===== config.mk =====
export PLATFORM = sky130hd
export DESIGN_NAME = motor_command_line_decoder
export DESIGN_NICKNAME = d
export VERILOG_FILES = /design/src/hw/rtl/mcld_pkg.sv /design/src/hw/rtl/mcld_in_stage.sv /design/src/hw/rtl/mcld_parser.sv /design/src/hw/rtl/mcld_out_stage.sv /design/src/hw/rtl/motor_command_line_decoder.sv
export SDC_FILE = /design/constraint.sdc
export NUM_CORES = 1
export LEC_CHECK = 0
export ABC_CLOCK_PERIOD_IN_PS = 12100
export BUFFER_PORTS_ARGS = -buffer_cell sky130_fd_sc_hd__buf_2
export CORE_ASPECT_RATIO = 1.25
export CORE_MARGIN = 2
export CORE_UTILIZATION = 45
export DETAILED_ROUTE_END_ITERATION = 12
export SETUP_SLACK_MARGIN = 0.05
export SYNTH_ARGS = -nofsm -noshare
export SYNTH_HDL_FRONTEND = slang
export SYNTH_SLANG_ARGS = --single-unit

===== constraint.sdc =====
create_clock -name clk -period 12.1 [get_ports clk]
set_input_delay 0.605 -clock clk [delete_from_list [all_inputs] [get_ports clk]]
set_output_delay 0.605 -clock clk [all_outputs]
set_load 0.05 [all_outputs]

===== src/hw/rtl/mcld_pkg.sv =====
// ----------------------------------------------------------------------------
// Motor command line decoder package
// Character codes, keyword tables, result codes and the result struct.
// ----------------------------------------------------------------------------
package mcld_pkg;

  localparam logic [7:0] CH_NL    = 8'd10;
  localparam logic [7:0] CH_SP    = 8'd32;
  localparam logic [7:0] CH_TAB   = 8'd9;
  localparam logic [7:0] CH_VT    = 8'd11;
  localparam logic [7:0] CH_FF    = 8'd12;
  localparam logic [7:0] CH_CR    = 8'd13;
  localparam logic [7:0] CH_PLUS  = 8'd43;
  localparam logic [7:0] CH_MINUS = 8'd45;
  localparam logic [7:0] CH_ZERO  = 8'd48;
  localparam logic [7:0] CH_NINE  = 8'd57;

  localparam int unsigned NUM_TOKENS = 3;   // index, third and fourth token
  localparam int unsigned KW_CNT     = 4;
  localparam int unsigned TXT_DEPTH  = 16;

  localparam logic [3:0] FWD_LEN = 4'd7;

  // magnitude is clamped here once it runs past any valid 32-bit value
  localparam logic [31:0] MAG_CAP     = 32'h8000_0001;
  localparam logic [31:0] MAG_POS_MAX = 32'h7FFF_FFFF;
  localparam logic [31:0] MAG_NEG_MAX = 32'h8000_0000;

  localparam logic [2:0] TOK_MAX = 3'd7;
  localparam logic [3:0] LEN_MAX = 4'd15;

  localparam int unsigned IN_TDATA_W  = 8;
  localparam int unsigned OUT_TDATA_W = 72;
  localparam int unsigned OUT_TUSER_W = 2;

  typedef enum logic [1:0] {
    KIND_DC      = 2'd0,
    KIND_DC_ENC  = 2'd1,
    KIND_STEPPER = 2'd2,
    KIND_SERVO   = 2'd3
  } kind_t;

  typedef enum logic [1:0] {
    ST_OK          = 2'd0,
    ST_TOKEN_COUNT = 2'd1,
    ST_BAD_NUMBER  = 2'd2
  } status_t;

  typedef enum logic [1:0] {
    PH_SKIP   = 2'd0,
    PH_SIGN   = 2'd1,
    PH_DIGITS = 2'd2,
    PH_DONE   = 2'd3
  } phase_t;

  typedef struct packed {
    kind_t       kind;
    status_t     status;
    logic [31:0] device_index;
    logic        reverse;
    logic [31:0] amount;
  } result_t;

  localparam logic [7:0] KW_TXT [KW_CNT][TXT_DEPTH] = '{
    '{0: "D", 1: "C", default: 8'h00},
    '{0: "D", 1: "C", 2: "_", 3: "e", 4: "n", 5: "c", 6: "o", 7: "d", 8: "e", 9: "r",
      default: 8'h00},
    '{0: "S", 1: "t", 2: "e", 3: "p", 4: "p", 5: "e", 6: "r", default: 8'h00},
    '{0: "S", 1: "e", 2: "r", 3: "v", 4: "o", default: 8'h00}
  };

  localparam logic [7:0] FWD_TXT [8] = '{
    0: "F", 1: "o", 2: "r", 3: "w", 4: "a", 5: "r", 6: "d", default: 8'h00
  };

  function automatic logic [3:0] kw_len(input logic [1:0] k);
    logic [3:0] len;
    case (k)
      2'd0:    len = 4'd2;
      2'd1:    len = 4'd10;
      2'd2:    len = 4'd7;
      default: len = 4'd5;
    endcase
    return len;
  endfunction

endpackage


===== src/hw/rtl/mcld_in_stage.sv =====
// ----------------------------------------------------------------------------
// Input register
// Holds one received character until the parser takes it.
// ----------------------------------------------------------------------------
module mcld_in_stage import mcld_pkg::*; (
  input  logic                  clk,
  input  logic                  rst_n,
  input  logic                  in_tvalid,
  output logic                  in_tready,
  input  logic [IN_TDATA_W-1:0] in_tdata,   // [7:0] ch
  input  logic                  take,
  output logic                  ch_vld,
  output logic [7:0]            ch
);

  logic       vld_r, vld_nxt;
  logic [7:0] ch_r;

  assign in_tready = !vld_r || take;
  assign ch_vld    = vld_r;
  assign ch        = ch_r;

  always_comb begin
    vld_nxt = vld_r;
    if (in_tvalid && in_tready) begin
      vld_nxt = 1'b1;
    end else if (take) begin
      vld_nxt = 1'b0;
    end
  end

  always_ff @(posedge clk) begin
    if (!rst_n) begin
      vld_r <= 1'b0;
    end else begin
      vld_r <= vld_nxt;
    end
  end

  always_ff @(posedge clk) begin
    if (in_tvalid && in_tready) begin
      ch_r <= in_tdata[7:0];
    end
  end

endmodule


===== src/hw/rtl/mcld_parser.sv =====
// ----------------------------------------------------------------------------
// Command line parser
// Token, keyword and number tracking per character; builds the result at
// the newline.
// ----------------------------------------------------------------------------
module mcld_parser import mcld_pkg::*; (
  input  logic       clk,
  input  logic       rst_n,
  input  logic       ch_vld,
  input  logic [7:0] ch,
  input  logic       out_free,
  output logic       take,
  output logic       res_load,
  output result_t    res
);

  logic [2:0]  cnt_r, cnt_nxt;
  logic [3:0]  len_r, len_nxt;
  logic [3:0]  cand_r, cand_nxt;
  logic        fwd_r, fwd_nxt;
  phase_t      phase_r, phase_nxt;
  logic [31:0] val_r [NUM_TOKENS];
  logic [31:0] val_nxt [NUM_TOKENS];
  logic [NUM_TOKENS-1:0] neg_r, neg_nxt, dig_r, dig_nxt, ovf_r, ovf_nxt;

  logic        is_nl, is_sp, is_blank, is_digit, is_sign;
  logic        num_act, sign_ev, digit_ev;
  logic [1:0]  tsel;
  logic [31:0] cur_val, new_val;
  logic [35:0] mul;
  logic        over;

  logic [3:0]  len_mask;
  logic [3:0]  char_mask;
  logic [3:0]  et_cand;
  logic        et_fwd;
  logic [2:0]  et_cnt;
  logic [2:0]  cnt_fin;
  logic [3:0]  cand_fin;
  logic        fwd_fin;
  logic        res_vld;

  kind_t       kind;
  logic        need4;
  logic [2:0]  need;
  logic [1:0]  asel;
  logic        ok_idx, ok_amt;

  assign is_nl    = (ch == CH_NL);
  assign is_sp    = (ch == CH_SP);
  assign is_blank = (ch == CH_TAB) || (ch == CH_VT) || (ch == CH_FF) || (ch == CH_CR);
  assign is_digit = (ch >= CH_ZERO) && (ch <= CH_NINE);
  assign is_sign  = (ch == CH_PLUS) || (ch == CH_MINUS);

  assign take     = ch_vld && (!is_nl || out_free);
  assign res_load = take && is_nl && res_vld;

  // tokens two to four carry numbers
  assign num_act = (cnt_r >= 3'd1) && (cnt_r <= 3'd3);
  assign tsel    = cnt_r[1:0] - 2'd1;

  always_comb begin
    case (tsel)
      2'd0:    cur_val = val_r[0];
      2'd1:    cur_val = val_r[1];
      default: cur_val = val_r[2];
    endcase
  end

  // v*10 + digit as two shifts and two adds
  assign mul     = {1'b0, cur_val, 3'b000} + {3'b000, cur_val, 1'b0}
                 + {28'd0, ch - CH_ZERO};
  assign over    = (mul > {4'd0, MAG_CAP});
  assign new_val = over ? MAG_CAP : mul[31:0];

  // number parse phase
  always_comb begin
    phase_nxt = phase_r;
    if (is_sp || is_nl) begin
      phase_nxt = PH_SKIP;
    end else if (num_act) begin
      case (phase_r)
        PH_DONE: phase_nxt = PH_DONE;
        default: begin
          if (phase_r == PH_SKIP && is_blank) begin
            phase_nxt = PH_SKIP;
          end else if (phase_r == PH_SKIP && is_sign) begin
            phase_nxt = PH_SIGN;
          end else if (!is_digit) begin
            phase_nxt = PH_DONE;
          end else begin
            phase_nxt = PH_DIGITS;
          end
        end
      endcase
    end
  end

  always_comb begin
    sign_ev  = 1'b0;
    digit_ev = 1'b0;
    if (!is_sp && !is_nl && num_act && phase_r != PH_DONE) begin
      if (phase_r == PH_SKIP && is_blank) begin
        sign_ev = 1'b0;
      end else if (phase_r == PH_SKIP && is_sign) begin
        sign_ev = (ch == CH_MINUS);
      end else begin
        digit_ev = is_digit;
      end
    end
  end

  // effects of closing the current token
  always_comb begin
    for (int k = 0; k < KW_CNT; k++) begin
      len_mask[k]  = (len_r == kw_len(2'(k)));
      char_mask[k] = (len_r < kw_len(2'(k))) && (KW_TXT[k][len_r] == ch);
    end
  end

  assign et_cand = (cnt_r == 3'd0) ? (cand_r & len_mask) : cand_r;
  assign et_fwd  = (cnt_r == 3'd2 && len_r != FWD_LEN) ? 1'b0 : fwd_r;
  assign et_cnt  = (cnt_r == TOK_MAX) ? cnt_r : cnt_r + 3'd1;

  // an empty trailing token does not count
  assign cnt_fin  = (len_r != 4'd0) ? et_cnt  : cnt_r;
  assign cand_fin = (len_r != 4'd0) ? et_cand : cand_r;
  assign fwd_fin  = (len_r != 4'd0) ? et_fwd  : fwd_r;

  always_comb begin
    cnt_nxt  = cnt_r;
    len_nxt  = len_r;
    cand_nxt = cand_r;
    fwd_nxt  = fwd_r;
    neg_nxt  = neg_r;
    dig_nxt  = dig_r;
    ovf_nxt  = ovf_r;
    for (int t = 0; t < NUM_TOKENS; t++) begin
      val_nxt[t] = val_r[t];
    end
    if (is_sp) begin
      cnt_nxt  = et_cnt;
      cand_nxt = et_cand;
      fwd_nxt  = et_fwd;
      len_nxt  = 4'd0;
    end else if (!is_nl) begin
      if (cnt_r == 3'd0) begin
        cand_nxt = cand_r & char_mask;
      end
      if (cnt_r == 3'd2 && (len_r >= FWD_LEN || FWD_TXT[len_r[2:0]] != ch)) begin
        fwd_nxt = 1'b0;
      end
      if (sign_ev) begin
        neg_nxt[tsel] = 1'b1;
      end
      if (digit_ev) begin
        dig_nxt[tsel] = 1'b1;
        val_nxt[tsel] = new_val;
        if (over) begin
          ovf_nxt[tsel] = 1'b1;
        end
      end
      if (len_r != LEN_MAX) begin
        len_nxt = len_r + 4'd1;
      end
    end else begin
      cnt_nxt  = 3'd0;
      len_nxt  = 4'd0;
      cand_nxt = 4'hF;
      fwd_nxt  = 1'b1;
      neg_nxt  = '0;
      dig_nxt  = '0;
      ovf_nxt  = '0;
      for (int t = 0; t < NUM_TOKENS; t++) begin
        val_nxt[t] = 32'd0;
      end
    end
  end

  always_ff @(posedge clk) begin
    if (!rst_n) begin
      cnt_r   <= 3'd0;
      len_r   <= 4'd0;
      cand_r  <= 4'hF;
      fwd_r   <= 1'b1;
      phase_r <= PH_SKIP;
      neg_r   <= '0;
      dig_r   <= '0;
      ovf_r   <= '0;
      for (int t = 0; t < NUM_TOKENS; t++) begin
        val_r[t] <= 32'd0;
      end
    end else if (take) begin
      cnt_r   <= cnt_nxt;
      len_r   <= len_nxt;
      cand_r  <= cand_nxt;
      fwd_r   <= fwd_nxt;
      phase_r <= phase_nxt;
      neg_r   <= neg_nxt;
      dig_r   <= dig_nxt;
      ovf_r   <= ovf_nxt;
      for (int t = 0; t < NUM_TOKENS; t++) begin
        val_r[t] <= val_nxt[t];
      end
    end
  end

  // result at the newline
  assign res_vld = (cnt_fin != 3'd0) && (cand_fin != 4'd0);

  always_comb begin
    if (cand_fin[0]) begin
      kind = KIND_DC;
    end else if (cand_fin[1]) begin
      kind = KIND_DC_ENC;
    end else if (cand_fin[2]) begin
      kind = KIND_STEPPER;
    end else begin
      kind = KIND_SERVO;
    end
  end

  assign need4 = (kind == KIND_DC) || (kind == KIND_STEPPER);
  assign need  = need4 ? 3'd4 : 3'd3;
  assign asel  = need4 ? 2'd2 : 2'd1;

  assign ok_idx = dig_r[0] && !ovf_r[0] &&
                  (val_r[0] <= (neg_r[0] ? MAG_NEG_MAX : MAG_POS_MAX));
  assign ok_amt = dig_r[asel] && !ovf_r[asel] &&
                  (val_r[asel] <= (neg_r[asel] ? MAG_NEG_MAX : MAG_POS_MAX));

  always_comb begin
    res.kind         = kind;
    res.status       = ST_OK;
    res.device_index = 32'd0;
    res.reverse      = 1'b0;
    res.amount       = 32'd0;
    if (cnt_fin != need) begin
      res.status = ST_TOKEN_COUNT;
    end else if (!(ok_idx && ok_amt)) begin
      res.status = ST_BAD_NUMBER;
    end else begin
      res.device_index = neg_r[0] ? (32'd0 - val_r[0]) : val_r[0];
      res.reverse      = need4 && !fwd_fin;
      res.amount       = neg_r[asel] ? (32'd0 - val_r[asel]) : val_r[asel];
    end
  end

endmodule


===== src/hw/rtl/mcld_out_stage.sv =====
// ----------------------------------------------------------------------------
// Result register
// Holds one decoded command until the downstream side takes it.
// ----------------------------------------------------------------------------
module mcld_out_stage import mcld_pkg::*; (
  input  logic                   clk,
  input  logic                   rst_n,
  input  logic                   load,
  input  result_t                res,
  output logic                   out_tvalid,
  input  logic                   out_tready,
  output logic [OUT_TDATA_W-1:0] out_tdata,  // status, device_index, reverse, amount
  output logic [OUT_TUSER_W-1:0] out_tuser   // kind
);

  logic    vld_r, vld_nxt;
  result_t res_r;

  always_comb begin
    vld_nxt = vld_r;
    if (load) begin
      vld_nxt = 1'b1;
    end else if (out_tready) begin
      vld_nxt = 1'b0;
    end
  end

  always_ff @(posedge clk) begin
    if (!rst_n) begin
      vld_r <= 1'b0;
    end else begin
      vld_r <= vld_nxt;
    end
  end

  always_ff @(posedge clk) begin
    if (load) begin
      res_r <= res;
    end
  end

  assign out_tvalid = vld_r;
  assign out_tdata  = {5'b00000, res_r.amount, res_r.reverse, res_r.device_index,
                       res_r.status};
  assign out_tuser  = res_r.kind;

endmodule


===== src/hw/rtl/motor_command_line_decoder.sv =====
// ----------------------------------------------------------------------------
// Motor command line decoder
// Decodes DC, encoder DC, stepper and servo command lines from ASCII text.
// ----------------------------------------------------------------------------
// One character is taken per clock. A character passes an input register,
// updates the token, keyword and number trackers and, at a newline, loads
// the result register, which drives out_tvalid. Only a newline waits, and
// only while the result register still holds a result that is not taken in
// that cycle; other characters keep flowing. The command kind travels on out_tuser.
// Lines that are empty or do not start with a known keyword give no result.
// ----------------------------------------------------------------------------
module motor_command_line_decoder import mcld_pkg::*; (
  input  logic                   clk,
  input  logic                   rst_n,
  input  logic                   in_tvalid,
  output logic                   in_tready,
  input  logic [IN_TDATA_W-1:0]  in_tdata,    // [7:0] ch
  output logic                   out_tvalid,
  input  logic                   out_tready,
  output logic [OUT_TDATA_W-1:0] out_tdata,   // [1:0] status, [33:2] device_index,
                                              // [34] reverse, [66:35] amount
  output logic [OUT_TUSER_W-1:0] out_tuser    // [1:0] kind
);

  logic       ch_vld;
  logic [7:0] ch;
  logic       take;
  logic       res_load;
  logic       out_free;
  result_t    res;

  assign out_free = !out_tvalid || out_tready;

  mcld_in_stage u_in (
    .clk       (clk),
    .rst_n     (rst_n),
    .in_tvalid (in_tvalid),
    .in_tready (in_tready),
    .in_tdata  (in_tdata),
    .take      (take),
    .ch_vld    (ch_vld),
    .ch        (ch)
  );

  mcld_parser u_parser (
    .clk      (clk),
    .rst_n    (rst_n),
    .ch_vld   (ch_vld),
    .ch       (ch),
    .out_free (out_free),
    .take     (take),
    .res_load (res_load),
    .res      (res)
  );

  mcld_out_stage u_out (
    .clk        (clk),
    .rst_n      (rst_n),
    .load       (res_load),
    .res        (res),
    .out_tvalid (out_tvalid),
    .out_tready (out_tready),
    .out_tdata  (out_tdata),
    .out_tuser  (out_tuser)
  );

endmodule


==> impl_metrics.toml <==
[run_status]
outcome = "complete, no violations"

[global_routing]
grt_max_degree = 81
gr-total-overflow = 0
grt_pass1_wl_mm = 71.6
track_usage_pct = 25.7
grt_antenna_before_repair = 0
grt_pass1_vias = 13100

[logic_synthesis]
ys_types = 79
synth_area_um2 = 15500
synth_top_family_by_area = "compound AO/OA/AOI/OAI gates"
synth-main-ff-cell = "edfxtp_1"
synthMuxAreaShare_pct = 1.86
synthSimpleGateAreaFrac_pct = 19.4
synth_top_cell_by_area = "edfxtp_1"
avgSynthCellArea_um2 = 8.69
synth_edf_count = 173
yosysWarnings = 0
synth-seq-cells = 198
synth-xor-area-share_pct = 5.99
post-synth-top-count-cell = "nand2_1"
synth_area_leaders = "edfxtp_1 (33%), ha_1 (12%), nand2_1 (5.7%)"
synth_common_cells = "nand2_1 (235), edfxtp_1 (173), nor2_1 (167)"
yosysSeqAreaShare_pct = 36.7
synth_fa_ha_area_share_pct = 12.1
netlist.area_leader.share_pct = 33.5
postSynthCellCount = 1784
synth-compound-area-share_pct = 20.0
async_reset_ff_share_pct = 0

[clocking]
ctsHtreeMaxLevel = 4
root_buffer = "clkbuf_16"
clk_pin_slew_ps = 70
cts_tree = "built"
clock_latency_ps = 460
numCtsBuffers = 17
cts_resized = 0
hold_buffers = 0
cts_buffer_depth = 2
cts.sinks = 198
cts_setup_buffers = 0

[sta]
finalSetupTns_ps = 0
worst_pin_slew_ps = 1130
whs_ps = 313
setup_viol = 0
period_minus_slack_ps = 7180
hold_violations = 0
rsz0062_at_grt = "false"
fmax_mhz = 139
slew_viol_final = 0
relSlewSlack_pct = 24.7
fin_crit_sh_pct = 59.4
final.setup_skew_ps = 10.5

[placement]
dp_hpwl_mm = 34.5
gp_congestion = 0.921
io_buffers = 82

[drt]
first_pass_iters = 6
first_iter_violations = 1059
vias = 13600
final_antenna_net_count = 0
wl_mm = 45.7
wl_per_cell_um = 20.4
drc = 0
drt-vias-per-instance = 6.08

[pwr]
peakVddDrop_v = 0.0000854
swShare_pct = 32.2
net-switching-power_w = 0.000562
internal_power_w = 0.00118
cellLeakagePower_nw = 6.83
p_seq_share_pct = 45.7
combPwrFrac_pct = 22.0
power_density_nw_per_um2 = 104
power_frac_clock_pct = 32.3
fin_total_pwr_w = 0.00174

[layout]
n_antenna_cell = 0
nets = 1955
multiInputGateArea_um2 = 9250
seqCellArea_um2 = 5700
drive_gt1_share_pct = 8.68
syn_to_final_growth_pct = 8.16
fillers = 3302

[worst_setup_path]
critPathArrivalTime_ps = 7490
cp_max_fo = 67
reg2reg_to = "u_parser.val_r[0][16]"
r2r_slack_ps = 4920
r2r_cells = 21
critPathLaunchType = "flop"
critPathCaptureType = "flop"
cp.required_ps = 12410
r2r-start = "u_parser.cnt_r[0]"
path_class = "reg -> reg"

[worst_hold_path]
worstHoldStart = "in_tdata[3]"
hp-class = "in -> reg"
holdPathStages = 1
min_to = "u_in.ch[3]"

[die]
core_um2 = 34200
die-height_um = 212
die_w_um = 170
start_util_pct = 45.3
die_area_um2 = 36000
io_pins = 88
row_count = 76

[run]
drv_cap = 0
[stage by stage]
step           std cells  cell area, um^2  worst slack (ps)  util [%]
6_report            2238            16800              4920      49.0
5_1_grt             2238            16800              4360      49.0
4_1_cts             2238            16800              4970      49.0
3_5_place_dp        2206            16200              5000      47.3
3_3_place_gp        2206            16200              5170      47.3
2_1_floorplan       1788            15500              2780         -
[sequential cells by signal, summed over array words and instances, names as in the netlist]
| register | flops |
|---|---|
| u_parser.ovf_r | 3 |
| u_parser.cand_r | 4 |
| u_parser.fwd_r | 1 |
| u_out.out_tdata | 67 |
| u_parser.phase_r | 2 |
| u_in.ch_vld | 1 |
| u_parser.cnt_r | 3 |
| u_out.out_tvalid | 1 |
| u_parser.val_r | 96 |
| u_parser.neg_r | 3 |
| u_out.out_tuser | 2 |
| u_parser.dig_r | 3 |
| u_parser.len_r | 4 |
| u_in.ch | 8 |
[layer usage]
metal,vias up,GRT usage [%],share of wire [%],wire (um)
li1,6593,-,-,-
met5,-,0,0,0
met3,79,4.32,5.7,2590
met1,6490,31.1,41,18600
met2,449,44.4,49,22500
met4,0,11.8,4.3,1980
[cell usage in the layout (no fill, tap or decap), drive strengths merged, types with 38 or more instances in the layout]
cell type    n
nor2       167
a21oi      144
ha         143
inv         45
nand3       51
edfxtp     173
xor2        38
nand2      235
o21ai      164
xnor2       68
buf        102
[worst max-delay path, cell delays in order (launching register included)]
cell and delay (ps):
dfxtp_1 490, inv_1 170, ha_2 340, buf_4 540, nor2_1 120, a21oi_1 200
inv_1 90, fa_1 540, inv_1 50, ha_1 390, a21oi_1 270, nand2_1 130
o21ai_0 400, nand3_1 190, o311ai_0 780, o211ai_1 150, or4_1 480, o41ai_4 350
buf_4 290, nand4_1 470, buf_4 400, o21ai_0 170
[power groups by stage]
stage	combinational [W]	clock [W]	sequential [W]
6_report	0.000384	0.000563	0.000796
5_1_grt	0.000421	0.000596	0.000798
4_1_cts	0.000380	0.000573	0.000794
3_5_place_dp	0.000379	0	0.000809
3_3_place_gp	0.000376	0	0.000809
2_1_floorplan	0.000276	0	0.000794
[logic make-up (layout without fill, tap and decap cells)]
family                   Yosys count  after routing
flip-flops                       198            198
AO/OA/AOI/OAI                    501            501
multiplexers                      28             28
adder cells (fa/ha/maj)          147            147
other                              1              5
XOR/XNOR                         106            106
AND/OR/NAND/NOR                  648            648
buffers and inverters            155            176
[how the worst max path moves through the flow]
| stage | start | end | cells past startpoint |
|---|---|---|---|
| 2_1_floorplan | u_in.ch[4] | u_parser.val_r[0][0] | 10 |
| 4_1_cts | u_parser.cnt_r[0] | u_parser.val_r[0][16] | 21 |
| 5_1_grt | u_parser.cnt_r[0] | u_parser.val_r[0][6] | 21 |
| 3_5_place_dp | u_parser.cnt_r[0] | u_parser.val_r[0][16] | 21 |
| 3_3_place_gp | u_parser.cnt_r[0] | u_parser.val_r[0][16] | 20 |
| 6_report | u_parser.cnt_r[0] | u_parser.val_r[0][16] | 21 |
[layout make-up]
type | instances | share of cell area (%)
multi-input combinational | 1435 | 55.2
inverter | 42 | 0.940
sequential | 198 | 34.0
clock buffer | 22 | 3.01
tap | 429 | 3.20
clock inverter | 10 | 0.388
timing repair buffer | 102 | 3.34
Note: power is estimated with default switching activity, not from simulation.
